[src/design/sha_pkg.sv]
// package: constants, types and round functions for the sha-256 hasher
package sha_pkg;

  localparam int unsigned BlockBytes = 64;
  localparam int unsigned PadLimit   = 56;
  localparam int unsigned Rounds     = 64;
  localparam logic [7:0]  PadByte    = 8'h80;

  localparam logic [31:0] InitHash [8] = '{
    32'h6a09e667, 32'hbb67ae85, 32'h3c6ef372, 32'ha54ff53a,
    32'h510e527f, 32'h9b05688c, 32'h1f83d9ab, 32'h5be0cd19
  };

  localparam logic [31:0] RoundK [64] = '{
    32'h428a2f98, 32'h71374491, 32'hb5c0fbcf, 32'he9b5dba5,
    32'h3956c25b, 32'h59f111f1, 32'h923f82a4, 32'hab1c5ed5,
    32'hd807aa98, 32'h12835b01, 32'h243185be, 32'h550c7dc3,
    32'h72be5d74, 32'h80deb1fe, 32'h9bdc06a7, 32'hc19bf174,
    32'he49b69c1, 32'hefbe4786, 32'h0fc19dc6, 32'h240ca1cc,
    32'h2de92c6f, 32'h4a7484aa, 32'h5cb0a9dc, 32'h76f988da,
    32'h983e5152, 32'ha831c66d, 32'hb00327c8, 32'hbf597fc7,
    32'hc6e00bf3, 32'hd5a79147, 32'h06ca6351, 32'h14292967,
    32'h27b70a85, 32'h2e1b2138, 32'h4d2c6dfc, 32'h53380d13,
    32'h650a7354, 32'h766a0abb, 32'h81c2c92e, 32'h92722c85,
    32'ha2bfe8a1, 32'ha81a664b, 32'hc24b8b70, 32'hc76c51a3,
    32'hd192e819, 32'hd6990624, 32'hf40e3585, 32'h106aa070,
    32'h19a4c116, 32'h1e376c08, 32'h2748774c, 32'h34b0bcb5,
    32'h391c0cb3, 32'h4ed8aa4a, 32'h5b9cca4f, 32'h682e6ff3,
    32'h748f82ee, 32'h78a5636f, 32'h84c87814, 32'h8cc70208,
    32'h90befffa, 32'ha4506ceb, 32'hbef9a3f7, 32'hc67178f2
  };

  // byte source for a buffer write
  typedef enum logic [1:0] {
    SrcData,
    SrcPad,
    SrcZero,
    SrcLen
  } byte_src_e;

  typedef struct packed {
    logic      wr_byte;
    byte_src_e src;
    logic      add_bits;
    logic      rnd_init;
    logic      rnd_step;
    logic      hash_add;
    logic      restart;
  } ctl_cmd_t;

  typedef struct packed {
    logic [6:0] fill;
    logic [5:0] rnd;
  } ctl_sts_t;

  function automatic logic [31:0] rotr(input logic [31:0] v, input int unsigned n);
    rotr = (v >> n) | (v << (32 - n));
  endfunction

endpackage

[src/design/sha_stream_if.sv]
// valid/ready channel interfaces for the input and digest streams
interface sha_in_if;
  logic       valid;
  logic       ready;
  logic [7:0] data;
  logic       has_byte;
  logic       last;
  modport source (output valid, data, has_byte, last, input ready);
  modport sink   (input valid, data, has_byte, last, output ready);
endinterface

interface sha_out_if;
  logic        valid;
  logic        ready;
  logic [31:0] digest_word;
  logic [2:0]  word_index;
  logic        last_word;
  modport source (output valid, digest_word, word_index, last_word, input ready);
  modport sink   (input valid, digest_word, word_index, last_word, output ready);
endinterface

[src/design/sha_datapath.sv]
// buffer, counters, schedule and round datapath of the hasher
module sha_datapath import sha_pkg::*; (
  input  logic       clk_i,
  input  logic       rst_ni,
  input  ctl_cmd_t   cmd_i,
  input  logic [7:0] data_i,
  input  logic [2:0] rd_idx_i,
  output ctl_sts_t   sts_o,
  output logic [31:0] hash_word_o
);

  logic [31:0] buf_q [16];
  logic [6:0]  fill_q, fill_d;
  logic [63:0] bits_q;
  logic [5:0]  rnd_q;
  logic [31:0] w_q [16];
  logic [31:0] v_q [8];
  logic [31:0] h_q [8];
  logic [7:0]  wbyte;
  logic [2:0]  len_idx;
  logic [31:0] w_cur, s0, s1, t1, t2;

  assign len_idx = fill_q[2:0];

  always_comb begin
    case (cmd_i.src)
      SrcData: wbyte = data_i;
      SrcPad:  wbyte = PadByte;
      SrcZero: wbyte = 8'h00;
      default: wbyte = bits_q[63 - 8 * len_idx -: 8];
    endcase
  end

  always_comb begin
    fill_d = fill_q;
    if (cmd_i.restart) begin
      fill_d = '0;
    end else if (cmd_i.wr_byte) begin
      fill_d = (fill_q == 7'(BlockBytes - 1)) ? 7'(BlockBytes) : fill_q + 7'd1;
    end else if (cmd_i.hash_add) begin
      fill_d = '0;
    end
  end

  assign s0 = rotr(w_q[1], 7) ^ rotr(w_q[1], 18) ^ (w_q[1] >> 3);
  assign s1 = rotr(w_q[14], 17) ^ rotr(w_q[14], 19) ^ (w_q[14] >> 10);
  assign w_cur = w_q[0];
  assign t1 = v_q[7] + (rotr(v_q[4], 6) ^ rotr(v_q[4], 11) ^ rotr(v_q[4], 25))
            + ((v_q[4] & v_q[5]) ^ (~v_q[4] & v_q[6])) + RoundK[rnd_q] + w_cur;
  assign t2 = (rotr(v_q[0], 2) ^ rotr(v_q[0], 13) ^ rotr(v_q[0], 22))
            + ((v_q[0] & v_q[1]) ^ (v_q[0] & v_q[2]) ^ (v_q[1] & v_q[2]));

  always_ff @(posedge clk_i or negedge rst_ni) begin
    if (!rst_ni) begin
      fill_q <= '0;
      bits_q <= '0;
      rnd_q  <= '0;
      h_q    <= InitHash;
    end else begin
      fill_q <= fill_d;
      if (cmd_i.restart) begin
        bits_q <= '0;
        h_q    <= InitHash;
      end else begin
        if (cmd_i.add_bits) begin
          bits_q <= bits_q + 64'd8;
        end
        if (cmd_i.hash_add) begin
          for (int i = 0; i < 8; i++) begin
            h_q[i] <= h_q[i] + v_q[i];
          end
        end
      end
      if (cmd_i.rnd_init) begin
        rnd_q <= '0;
      end else if (cmd_i.rnd_step) begin
        rnd_q <= rnd_q + 6'd1;
      end
    end
  end

  // bytes packed big-endian into the sixteen block words
  always_ff @(posedge clk_i) begin
    if (cmd_i.wr_byte) begin
      buf_q[fill_q[5:2]][31 - 8 * fill_q[1:0] -: 8] <= wbyte;
    end
    if (cmd_i.rnd_init) begin
      w_q <= buf_q;
      v_q <= h_q;
    end else if (cmd_i.rnd_step) begin
      for (int i = 0; i < 15; i++) begin
        w_q[i] <= w_q[i+1];
      end
      w_q[15] <= s1 + w_q[9] + s0 + w_q[0];
      v_q[7] <= v_q[6];
      v_q[6] <= v_q[5];
      v_q[5] <= v_q[4];
      v_q[4] <= v_q[3] + t1;
      v_q[3] <= v_q[2];
      v_q[2] <= v_q[1];
      v_q[1] <= v_q[0];
      v_q[0] <= t1 + t2;
    end
  end

  assign sts_o.fill = fill_q;
  assign sts_o.rnd  = rnd_q;
  assign hash_word_o = h_q[rd_idx_i];

`ifndef SYNTH
  a_fill_range: assert property (@(posedge clk_i) disable iff (!rst_ni)
    fill_q <= 7'(BlockBytes)) else $error("fill out of range");
  a_round_wrap: assert property (@(posedge clk_i) disable iff (!rst_ni)
    cmd_i.rnd_step && rnd_q == 6'd63 |=> rnd_q == 6'd0) else $error("round count slip");
  a_no_mix: assert property (@(posedge clk_i) disable iff (!rst_ni)
    !(cmd_i.wr_byte && cmd_i.rnd_step)) else $error("write during rounds");
`endif

endmodule

[src/design/sha_ctrl.sv]
// controller state machine: byte intake, padding, rounds and digest output
module sha_ctrl import sha_pkg::*; (
  input  logic       clk_i,
  input  logic       rst_ni,
  input  logic       in_valid_i,
  output logic       in_ready_o,
  input  logic       has_byte_i,
  input  logic       last_i,
  input  logic       out_ready_i,
  output logic       out_valid_o,
  output logic [2:0] word_idx_o,
  input  ctl_sts_t   sts_i,
  output ctl_cmd_t   cmd_o
);

  typedef enum logic [2:0] {
    StIdle,
    StPadMark,
    StPadFill,
    StRounds,
    StAdd,
    StOut
  } state_e;

  state_e     state_q;
  logic       final_q;
  logic       split_q;
  logic       pend_q;
  logic [2:0] idx_q;

  logic acc;
  assign acc = in_valid_i && in_ready_o;
  assign in_ready_o  = (state_q == StIdle);
  assign out_valid_o = (state_q == StOut);
  assign word_idx_o  = idx_q;

  always_comb begin
    cmd_o = '0;
    cmd_o.src = SrcData;
    unique case (state_q)
      StIdle: begin
        if (acc && has_byte_i) begin
          cmd_o.wr_byte  = 1'b1;
          cmd_o.add_bits = 1'b1;
        end
      end
      StPadMark: begin
        if (sts_i.fill == 7'(BlockBytes)) begin
          cmd_o.rnd_init = 1'b1;
        end else begin
          cmd_o.wr_byte = 1'b1;
          cmd_o.src     = SrcPad;
        end
      end
      StPadFill: begin
        if (sts_i.fill == 7'(BlockBytes)) begin
          cmd_o.rnd_init = 1'b1;
        end else begin
          cmd_o.wr_byte = 1'b1;
          cmd_o.src = (final_q && sts_i.fill >= 7'(PadLimit)) ? SrcLen : SrcZero;
        end
      end
      StRounds: cmd_o.rnd_step = 1'b1;
      StAdd:    cmd_o.hash_add = 1'b1;
      StOut:    cmd_o.restart  = out_ready_i && idx_q == 3'd7;
      default:  cmd_o = '0;
    endcase
  end

  // final_q: block in work ends the message
  // split_q: first of two padding blocks
  // pend_q: last word waits behind a full-block compress
  always_ff @(posedge clk_i or negedge rst_ni) begin
    if (!rst_ni) begin
      state_q <= StIdle;
      final_q <= 1'b0;
      split_q <= 1'b0;
      pend_q  <= 1'b0;
      idx_q   <= '0;
    end else begin
      unique case (state_q)
        StIdle: begin
          if (acc) begin
            final_q <= 1'b0;
            split_q <= 1'b0;
            pend_q  <= last_i;
            if ((has_byte_i && sts_i.fill == 7'(BlockBytes - 1)) || last_i) begin
              state_q <= StPadMark;
            end
          end
        end
        StPadMark: begin
          if (sts_i.fill == 7'(BlockBytes)) begin
            state_q <= StRounds;
          end else begin
            final_q <= (sts_i.fill < 7'(PadLimit));
            split_q <= (sts_i.fill >= 7'(PadLimit));
            pend_q  <= 1'b0;
            state_q <= StPadFill;
          end
        end
        StPadFill: begin
          if (sts_i.fill == 7'(BlockBytes)) begin
            state_q <= StRounds;
          end
        end
        StRounds: begin
          if (sts_i.rnd == 6'(Rounds - 1)) begin
            state_q <= StAdd;
          end
        end
        StAdd: begin
          if (final_q) begin
            state_q <= StOut;
            idx_q   <= '0;
          end else if (split_q) begin
            state_q <= StPadFill;
            final_q <= 1'b1;
            split_q <= 1'b0;
          end else if (pend_q) begin
            state_q <= StPadMark;
            pend_q  <= 1'b0;
          end else begin
            state_q <= StIdle;
          end
        end
        StOut: begin
          if (out_ready_i) begin
            idx_q <= idx_q + 3'd1;
            if (idx_q == 3'd7) begin
              state_q <= StIdle;
              final_q <= 1'b0;
            end
          end
        end
        default: state_q <= StIdle;
      endcase
    end
  end

`ifndef SYNTH
  a_out_only_final: assert property (@(posedge clk_i) disable iff (!rst_ni)
    $rose(out_valid_o) |-> word_idx_o == 3'd0) else $error("digest starts off word zero");
  a_no_in_busy: assert property (@(posedge clk_i) disable iff (!rst_ni)
    in_ready_o |-> !out_valid_o) else $error("input open during output");
  a_idle_after_out: assert property (@(posedge clk_i) disable iff (!rst_ni)
    out_valid_o && out_ready_i && word_idx_o == 3'd7 |=> in_ready_o)
    else $error("no return to idle");
`endif

endmodule

[src/design/sha256_stream_hasher_core.sv]
// top level of the streaming sha-256 hasher
//  channel | dir | payload
//  in_w    | in  | data[7:0], has_byte, last
//  out_w   | out | digest_word[31:0], word_index[2:0], last_word
// a byte word is written as it is taken; a full block adds one load, 64 round and one add step
// a last word adds padding (up to 72 byte writes) and one or two compressions
// then eight digest words, each held until taken
// input is closed outside idle: while padding, while a block compresses or while the digest is out
// reset restores the initial hash values and clears counts
module sha256_stream_hasher_core import sha_pkg::*; (
  input logic      clk_i,
  input logic      rst_ni,
  sha_in_if.sink   in_w,
  sha_out_if.source out_w
);

  ctl_cmd_t   cmd;
  ctl_sts_t   sts;
  logic [2:0] idx;

  sha_ctrl u_ctrl (
    .clk_i       (clk_i),
    .rst_ni      (rst_ni),
    .in_valid_i  (in_w.valid),
    .in_ready_o  (in_w.ready),
    .has_byte_i  (in_w.has_byte),
    .last_i      (in_w.last),
    .out_ready_i (out_w.ready),
    .out_valid_o (out_w.valid),
    .word_idx_o  (idx),
    .sts_i       (sts),
    .cmd_o       (cmd)
  );

  sha_datapath u_dp (
    .clk_i       (clk_i),
    .rst_ni      (rst_ni),
    .cmd_i       (cmd),
    .data_i      (in_w.data),
    .rd_idx_i    (idx),
    .sts_o       (sts),
    .hash_word_o (out_w.digest_word)
  );

  assign out_w.word_index = idx;
  assign out_w.last_word  = (idx == 3'd7);

endmodule

[src/flat_wrapper.sv]
// flat-port wrapper written by rule: the top's interface ports become plain ports
module sha256_stream_hasher_core_flat import sha_pkg::*;
  (clk_i, rst_ni, in_w_valid, in_w_data, in_w_has_byte, in_w_last, in_w_ready, out_w_valid, out_w_digest_word, out_w_word_index, out_w_last_word, out_w_ready);
  sha_in_if in_w_i ();
  sha_out_if out_w_i ();
  input logic clk_i;
  input logic rst_ni;
  input wire logic [$bits(in_w_i.valid)-1:0] in_w_valid;
  input wire logic [$bits(in_w_i.data)-1:0] in_w_data;
  input wire logic [$bits(in_w_i.has_byte)-1:0] in_w_has_byte;
  input wire logic [$bits(in_w_i.last)-1:0] in_w_last;
  output wire logic [$bits(in_w_i.ready)-1:0] in_w_ready;
  output wire logic [$bits(out_w_i.valid)-1:0] out_w_valid;
  output wire logic [$bits(out_w_i.digest_word)-1:0] out_w_digest_word;
  output wire logic [$bits(out_w_i.word_index)-1:0] out_w_word_index;
  output wire logic [$bits(out_w_i.last_word)-1:0] out_w_last_word;
  input wire logic [$bits(out_w_i.ready)-1:0] out_w_ready;
  assign in_w_i.valid = in_w_valid;
  assign in_w_i.data = in_w_data;
  assign in_w_i.has_byte = in_w_has_byte;
  assign in_w_i.last = in_w_last;
  assign in_w_ready = in_w_i.ready;
  assign out_w_valid = out_w_i.valid;
  assign out_w_digest_word = out_w_i.digest_word;
  assign out_w_word_index = out_w_i.word_index;
  assign out_w_last_word = out_w_i.last_word;
  assign out_w_i.ready = out_w_ready;
  sha256_stream_hasher_core u_core (.clk_i(clk_i), .rst_ni(rst_ni), .in_w(in_w_i), .out_w(out_w_i));
endmodule
[config.mk]
export PLATFORM = sky130hd
export DESIGN_NAME = sha256_stream_hasher_core_flat
export DESIGN_NICKNAME = d
export VERILOG_FILES = /design/src/design/sha_pkg.sv /design/src/design/sha_stream_if.sv /design/src/design/sha_datapath.sv /design/src/design/sha_ctrl.sv /design/src/design/sha256_stream_hasher_core.sv /design/src/flat_wrapper.sv
export SDC_FILE = /design/constraint.sdc
export NUM_CORES = 2
export LEC_CHECK = 0
export BUFFER_PORTS_ARGS = -buffer_cell sky130_fd_sc_hd__buf_2
export CORE_ASPECT_RATIO = 1.5
export CORE_MARGIN = 5
export CORE_UTILIZATION = 45
export CTS_CLUSTER_SIZE = 30
export DETAILED_ROUTE_END_ITERATION = 6
export PLACE_DENSITY = 0.65
export SETUP_SLACK_MARGIN = 0.5
export SLEW_MARGIN = 10
export SYNTH_ARGS = -nofsm -noshare
export SYNTH_HDL_FRONTEND = slang
export SYNTH_SLANG_ARGS = --single-unit
[constraint.sdc]
create_clock -name clk_i -period 25 [get_ports clk_i]
set_clock_uncertainty 0.15 [all_clocks]
set_input_delay 1.25 -clock clk_i [delete_from_list [all_inputs] [get_ports clk_i]]
set_output_delay 1.25 -clock clk_i [all_outputs]
set_load 0.01 [all_outputs]
==> flow_summary.ini <==
[status]
status = completed

[clock_tree]
clock_path_buffers = 4
root_buffer = clkbuf_16
h-tree-depth = 4
cts-hold-fix-buffers = 0
insertion_delay_ps = 850
clk_pin_slew_ps = 60
cts_tree = done
cts-buffers-inserted = 170
cts_sinks = 1619
post_cts_buffers = 0
cts_resized = 0

[critical_path]
path_buf_inv = 6
rrSetupSlack_ps = 15520
critPathLaunchType = flop
cp_max_fo = 21
crit_top_cell = a21o_1
crit_family = compound AO/OA/AOI/OAI gates
crit_cells = 34
worstPathRequired_ps = 25350
crit_type = reg -> reg
critPathSlowestCell = o41ai_1
arrival_ps = 9830
r2r_end = u_core.u_dp.v_q[255]$_DFFE_PP_
max_stage_delay_ps = 790
rr_startpoint = u_core.u_dp.rnd_q[0]$_DFFE_PN0P_
startpoint = u_core.u_dp.rnd_q[0]$_DFFE_PN0P_
cp-end-kind = flop
reg2reg_depth = 34
cp-endpoint = u_core.u_dp.v_q[255]$_DFFE_PP_

[final_layout]
drive_above_1_share_pct = 8.46
area_growth_pct = 9.16
finalNetCount = 9585

[floorplanning]
die_x_um = 380
io_pins = 52
die-height_um = 565
start_util_pct = 45.3
fp.dieArea_um2 = 215000
coreArea_um2 = 204000
rows = 203

[place]
place_congestion = 0.993
io_buffers = 51
hpwl_mm = 215

[yosys]
ys_seq_area_share_pct = 51.0
ys.flop_type = edfxtp_1
yosys_warnings = 0
synthArstFlopShare_pct = 20.9
ys_ff_latch = 1619
synth_edf_count = 1280
syn_avg_cell_area_um2 = 10.2
yosys.cell_types.count = 102
syn_area_um2 = 92300
postSynthCellCount = 9070
synth_nets = 9679

[run]
maxCapViolCount = 0

[drt]
ant_nets = 0
route.detailed.drc = 0
wl_per_cell_um = 25.3
wl_mm = 298
via_per_inst = 5.79
dr_total_vias = 68200
first_iter_violations = 5839
dr.pass1.iters = 6

[sta]
final-setup-viol-count = 0
fin_setup_tns_ps = 0
max-slew-margin-rel_pct = 13.0
finalCritPeriodShare_pct = 37.9
hold_viol_final = 0
worst_slew_pin_slew_ps = 1310
min_period_ps = 9480
drv_slew = 0
rsz0062_at_grt = false
clock.fmax_mhz = 105

[global_routing]
antenna_found_initial = 3
grt_pass1_wl_mm = 439
grt_usage_pct = 27.1
grt_pass1_vias = 68400
grt_max_degree = 182
overflow = 0

[min_path]
hold_path.class = in -> async
[logic make-up after synthesis]
logic type                 count (synthesis)  synth area share [%]
muxes                                    170                  3.02
AOI/OAI and AO/OA                       1671                  11.2
and+or+nand+nor                         3455                  15.4
DFF                                     1619                  51.0
adders and majority gates                598                  9.68
xor gates and xnor gates                 614                  5.84
buffers and inverters                    943                  3.84
[placed cells by master (no fill, tap or decap), types with 15 or more instances in the layout]
cell | synthesis | layout
a211o_1 | 15 | 15
a211oi_1 | 56 | 55
a21o_1 | 217 | 217
a21oi_1 | 501 | 494
a311oi_1 | 15 | 15
a31oi_1 | 41 | 40
and2_1 | 19 | 19
and3_1 | 41 | 41
buf_2 | 2 | 50
buf_4 | 0 | 112
bufinv_16 | 0 | 17
clkbuf_1 | 390 | 34
clkbuf_16 | 0 | 171
clkinv_1 | 1 | 24
clkinv_2 | 0 | 30
dfrtp_1 | 203 | 197
dfstp_2 | 136 | 136
edfxtp_1 | 1280 | 1280
fa_1 | 195 | 195
ha_1 | 400 | 400
inv_1 | 509 | 508
mux2_2 | 60 | 60
mux2i_1 | 29 | 29
mux4_2 | 81 | 81
nand2_1 | 2356 | 2354
nand2b_1 | 77 | 77
nand3_1 | 160 | 159
nand4_1 | 40 | 40
nor2_1 | 493 | 479
nor2b_1 | 44 | 44
nor3_1 | 115 | 113
o211ai_1 | 32 | 32
o21a_1 | 47 | 47
o21ai_0 | 490 | 490
o21bai_1 | 37 | 37
o31ai_1 | 29 | 29
or3_1 | 45 | 44
xnor2_1 | 312 | 312
xor2_1 | 301 | 301
[state kept, by name (all words and copies together) (netlist names)]
| signal | cells |
|---|---|
| u_core.u_dp.v_q | 256 |
| u_core.u_dp.fill_q | 7 |
| u_core.u_ctrl.state_q | 3 |
| u_core.u_dp.buf_q | 512 |
| u_core.u_dp.h_q | 256 |
| u_core.u_ctrl.word_idx_o | 3 |
| u_core.u_ctrl.final_q | 1 |
| u_core.u_dp.rnd_q | 6 |
| u_core.u_ctrl.pend_q | 1 |
| u_core.u_dp.w_q | 480 |
| u_core.u_dp.bits_q | 61 |
| u_core.u_ctrl.split_q | 1 |
| u_core.u_dp.w_cur | 32 |
[worst min-delay path by stage]
stage                                                  end  slack, ps
after CTS                  u_core.u_dp.h_q[69]$_DFFE_PN0P_        280
after floorplan           u_core.u_dp.h_q[127]$_DFFE_PN0P_        310
final                     u_core.u_dp.h_q[193]$_DFFE_PN0P_        310
after global routing       u_core.u_dp.h_q[69]$_DFFE_PN0P_        330
after detailed placement    u_core.u_dp.w_q[430]$_DFFE_PP_        340
after global placement      u_core.u_dp.w_q[211]$_DFFE_PP_        330
[synthesized netlist by cell type (all sizes together), types with 12 or more instances]
| library cell | instances | area [µm²] |
|---|---|---|
| o21a | 47 | 353 |
| o211ai | 32 | 240 |
| o31a | 12 | 105 |
| o21bai | 37 | 278 |
| a21oi | 502 | 2520 |
| mux2i | 29 | 290 |
| o31ai | 30 | 239 |
| or3 | 45 | 282 |
| a311oi | 16 | 146 |
| dfstp | 136 | 3570 |
| ha | 400 | 5000 |
| nor3 | 116 | 586 |
| o311ai | 12 | 105 |
| a211oi | 58 | 445 |
| nand4 | 40 | 250 |
| a41oi | 12 | 113 |
| xnor2 | 312 | 2730 |
| nand2 | 2357 | 8850 |
| nor2 | 497 | 1890 |
| fa | 195 | 3900 |
| nand3 | 162 | 828 |
| and2 | 19 | 119 |
| nor2b | 44 | 275 |
| mux2 | 60 | 676 |
| a21o | 217 | 1630 |
| and3 | 41 | 257 |
| nand2b | 77 | 482 |
| o21ai | 499 | 2500 |
| clkbuf | 390 | 1460 |
| o22ai | 14 | 87.6 |
| or2 | 15 | 96.4 |
| nor3b | 13 | 97.6 |
| mux4 | 81 | 1820 |
| inv | 509 | 1910 |
| a31oi | 41 | 257 |
| edfxtp | 1280 | 38400 |
| a21boi | 13 | 97.6 |
| buf | 43 | 164 |
| xor2 | 301 | 2640 |
| dfrtp | 203 | 5080 |
| a211o | 16 | 141 |
[through the flow]
stage          worst slack (ps)  cells  util, %  hold slack [ps]  cell area, µm²
2_1_floorplan              4490   9070        -              312           92300
3_3_place_gp              15670  11500     46.8              335           95400
3_5_place_dp              15670  11500     46.8              340           95400
4_1_cts                   15590  11800     49.4              277          101000
5_1_grt                   15080  11800     49.4              330          101000
6_report                  15520  11800     49.4              308          101000
[cell type report]
type,count,area (µm²)
fillers,18400,103000
flip-flops and latches,1619,47100
multi-input cells,6508,41800
clock buffers,210,4480
well taps,2665,3330
inverters,510,1910
repair buffers,167,1190
clock inverters,89,946
diodes,4,10.0
[layer usage]
| layer | routed length [µm] | track usage, % | vias to the layer above |
|---|---|---|---|
| met4 | 22700 | 17.3 | 0 |
| met3 | 15200 | 3.46 | 771 |
| li1 | - | - | 31100 |
| met1 | 107000 | 30.1 | 33900 |
| met2 | 153000 | 49.3 | 2395 |
| met5 | 0 | 0 | - |
Power is not shown: default switching activity piles up to over one toggle a cycle in this logic, so the estimate is an artifact.
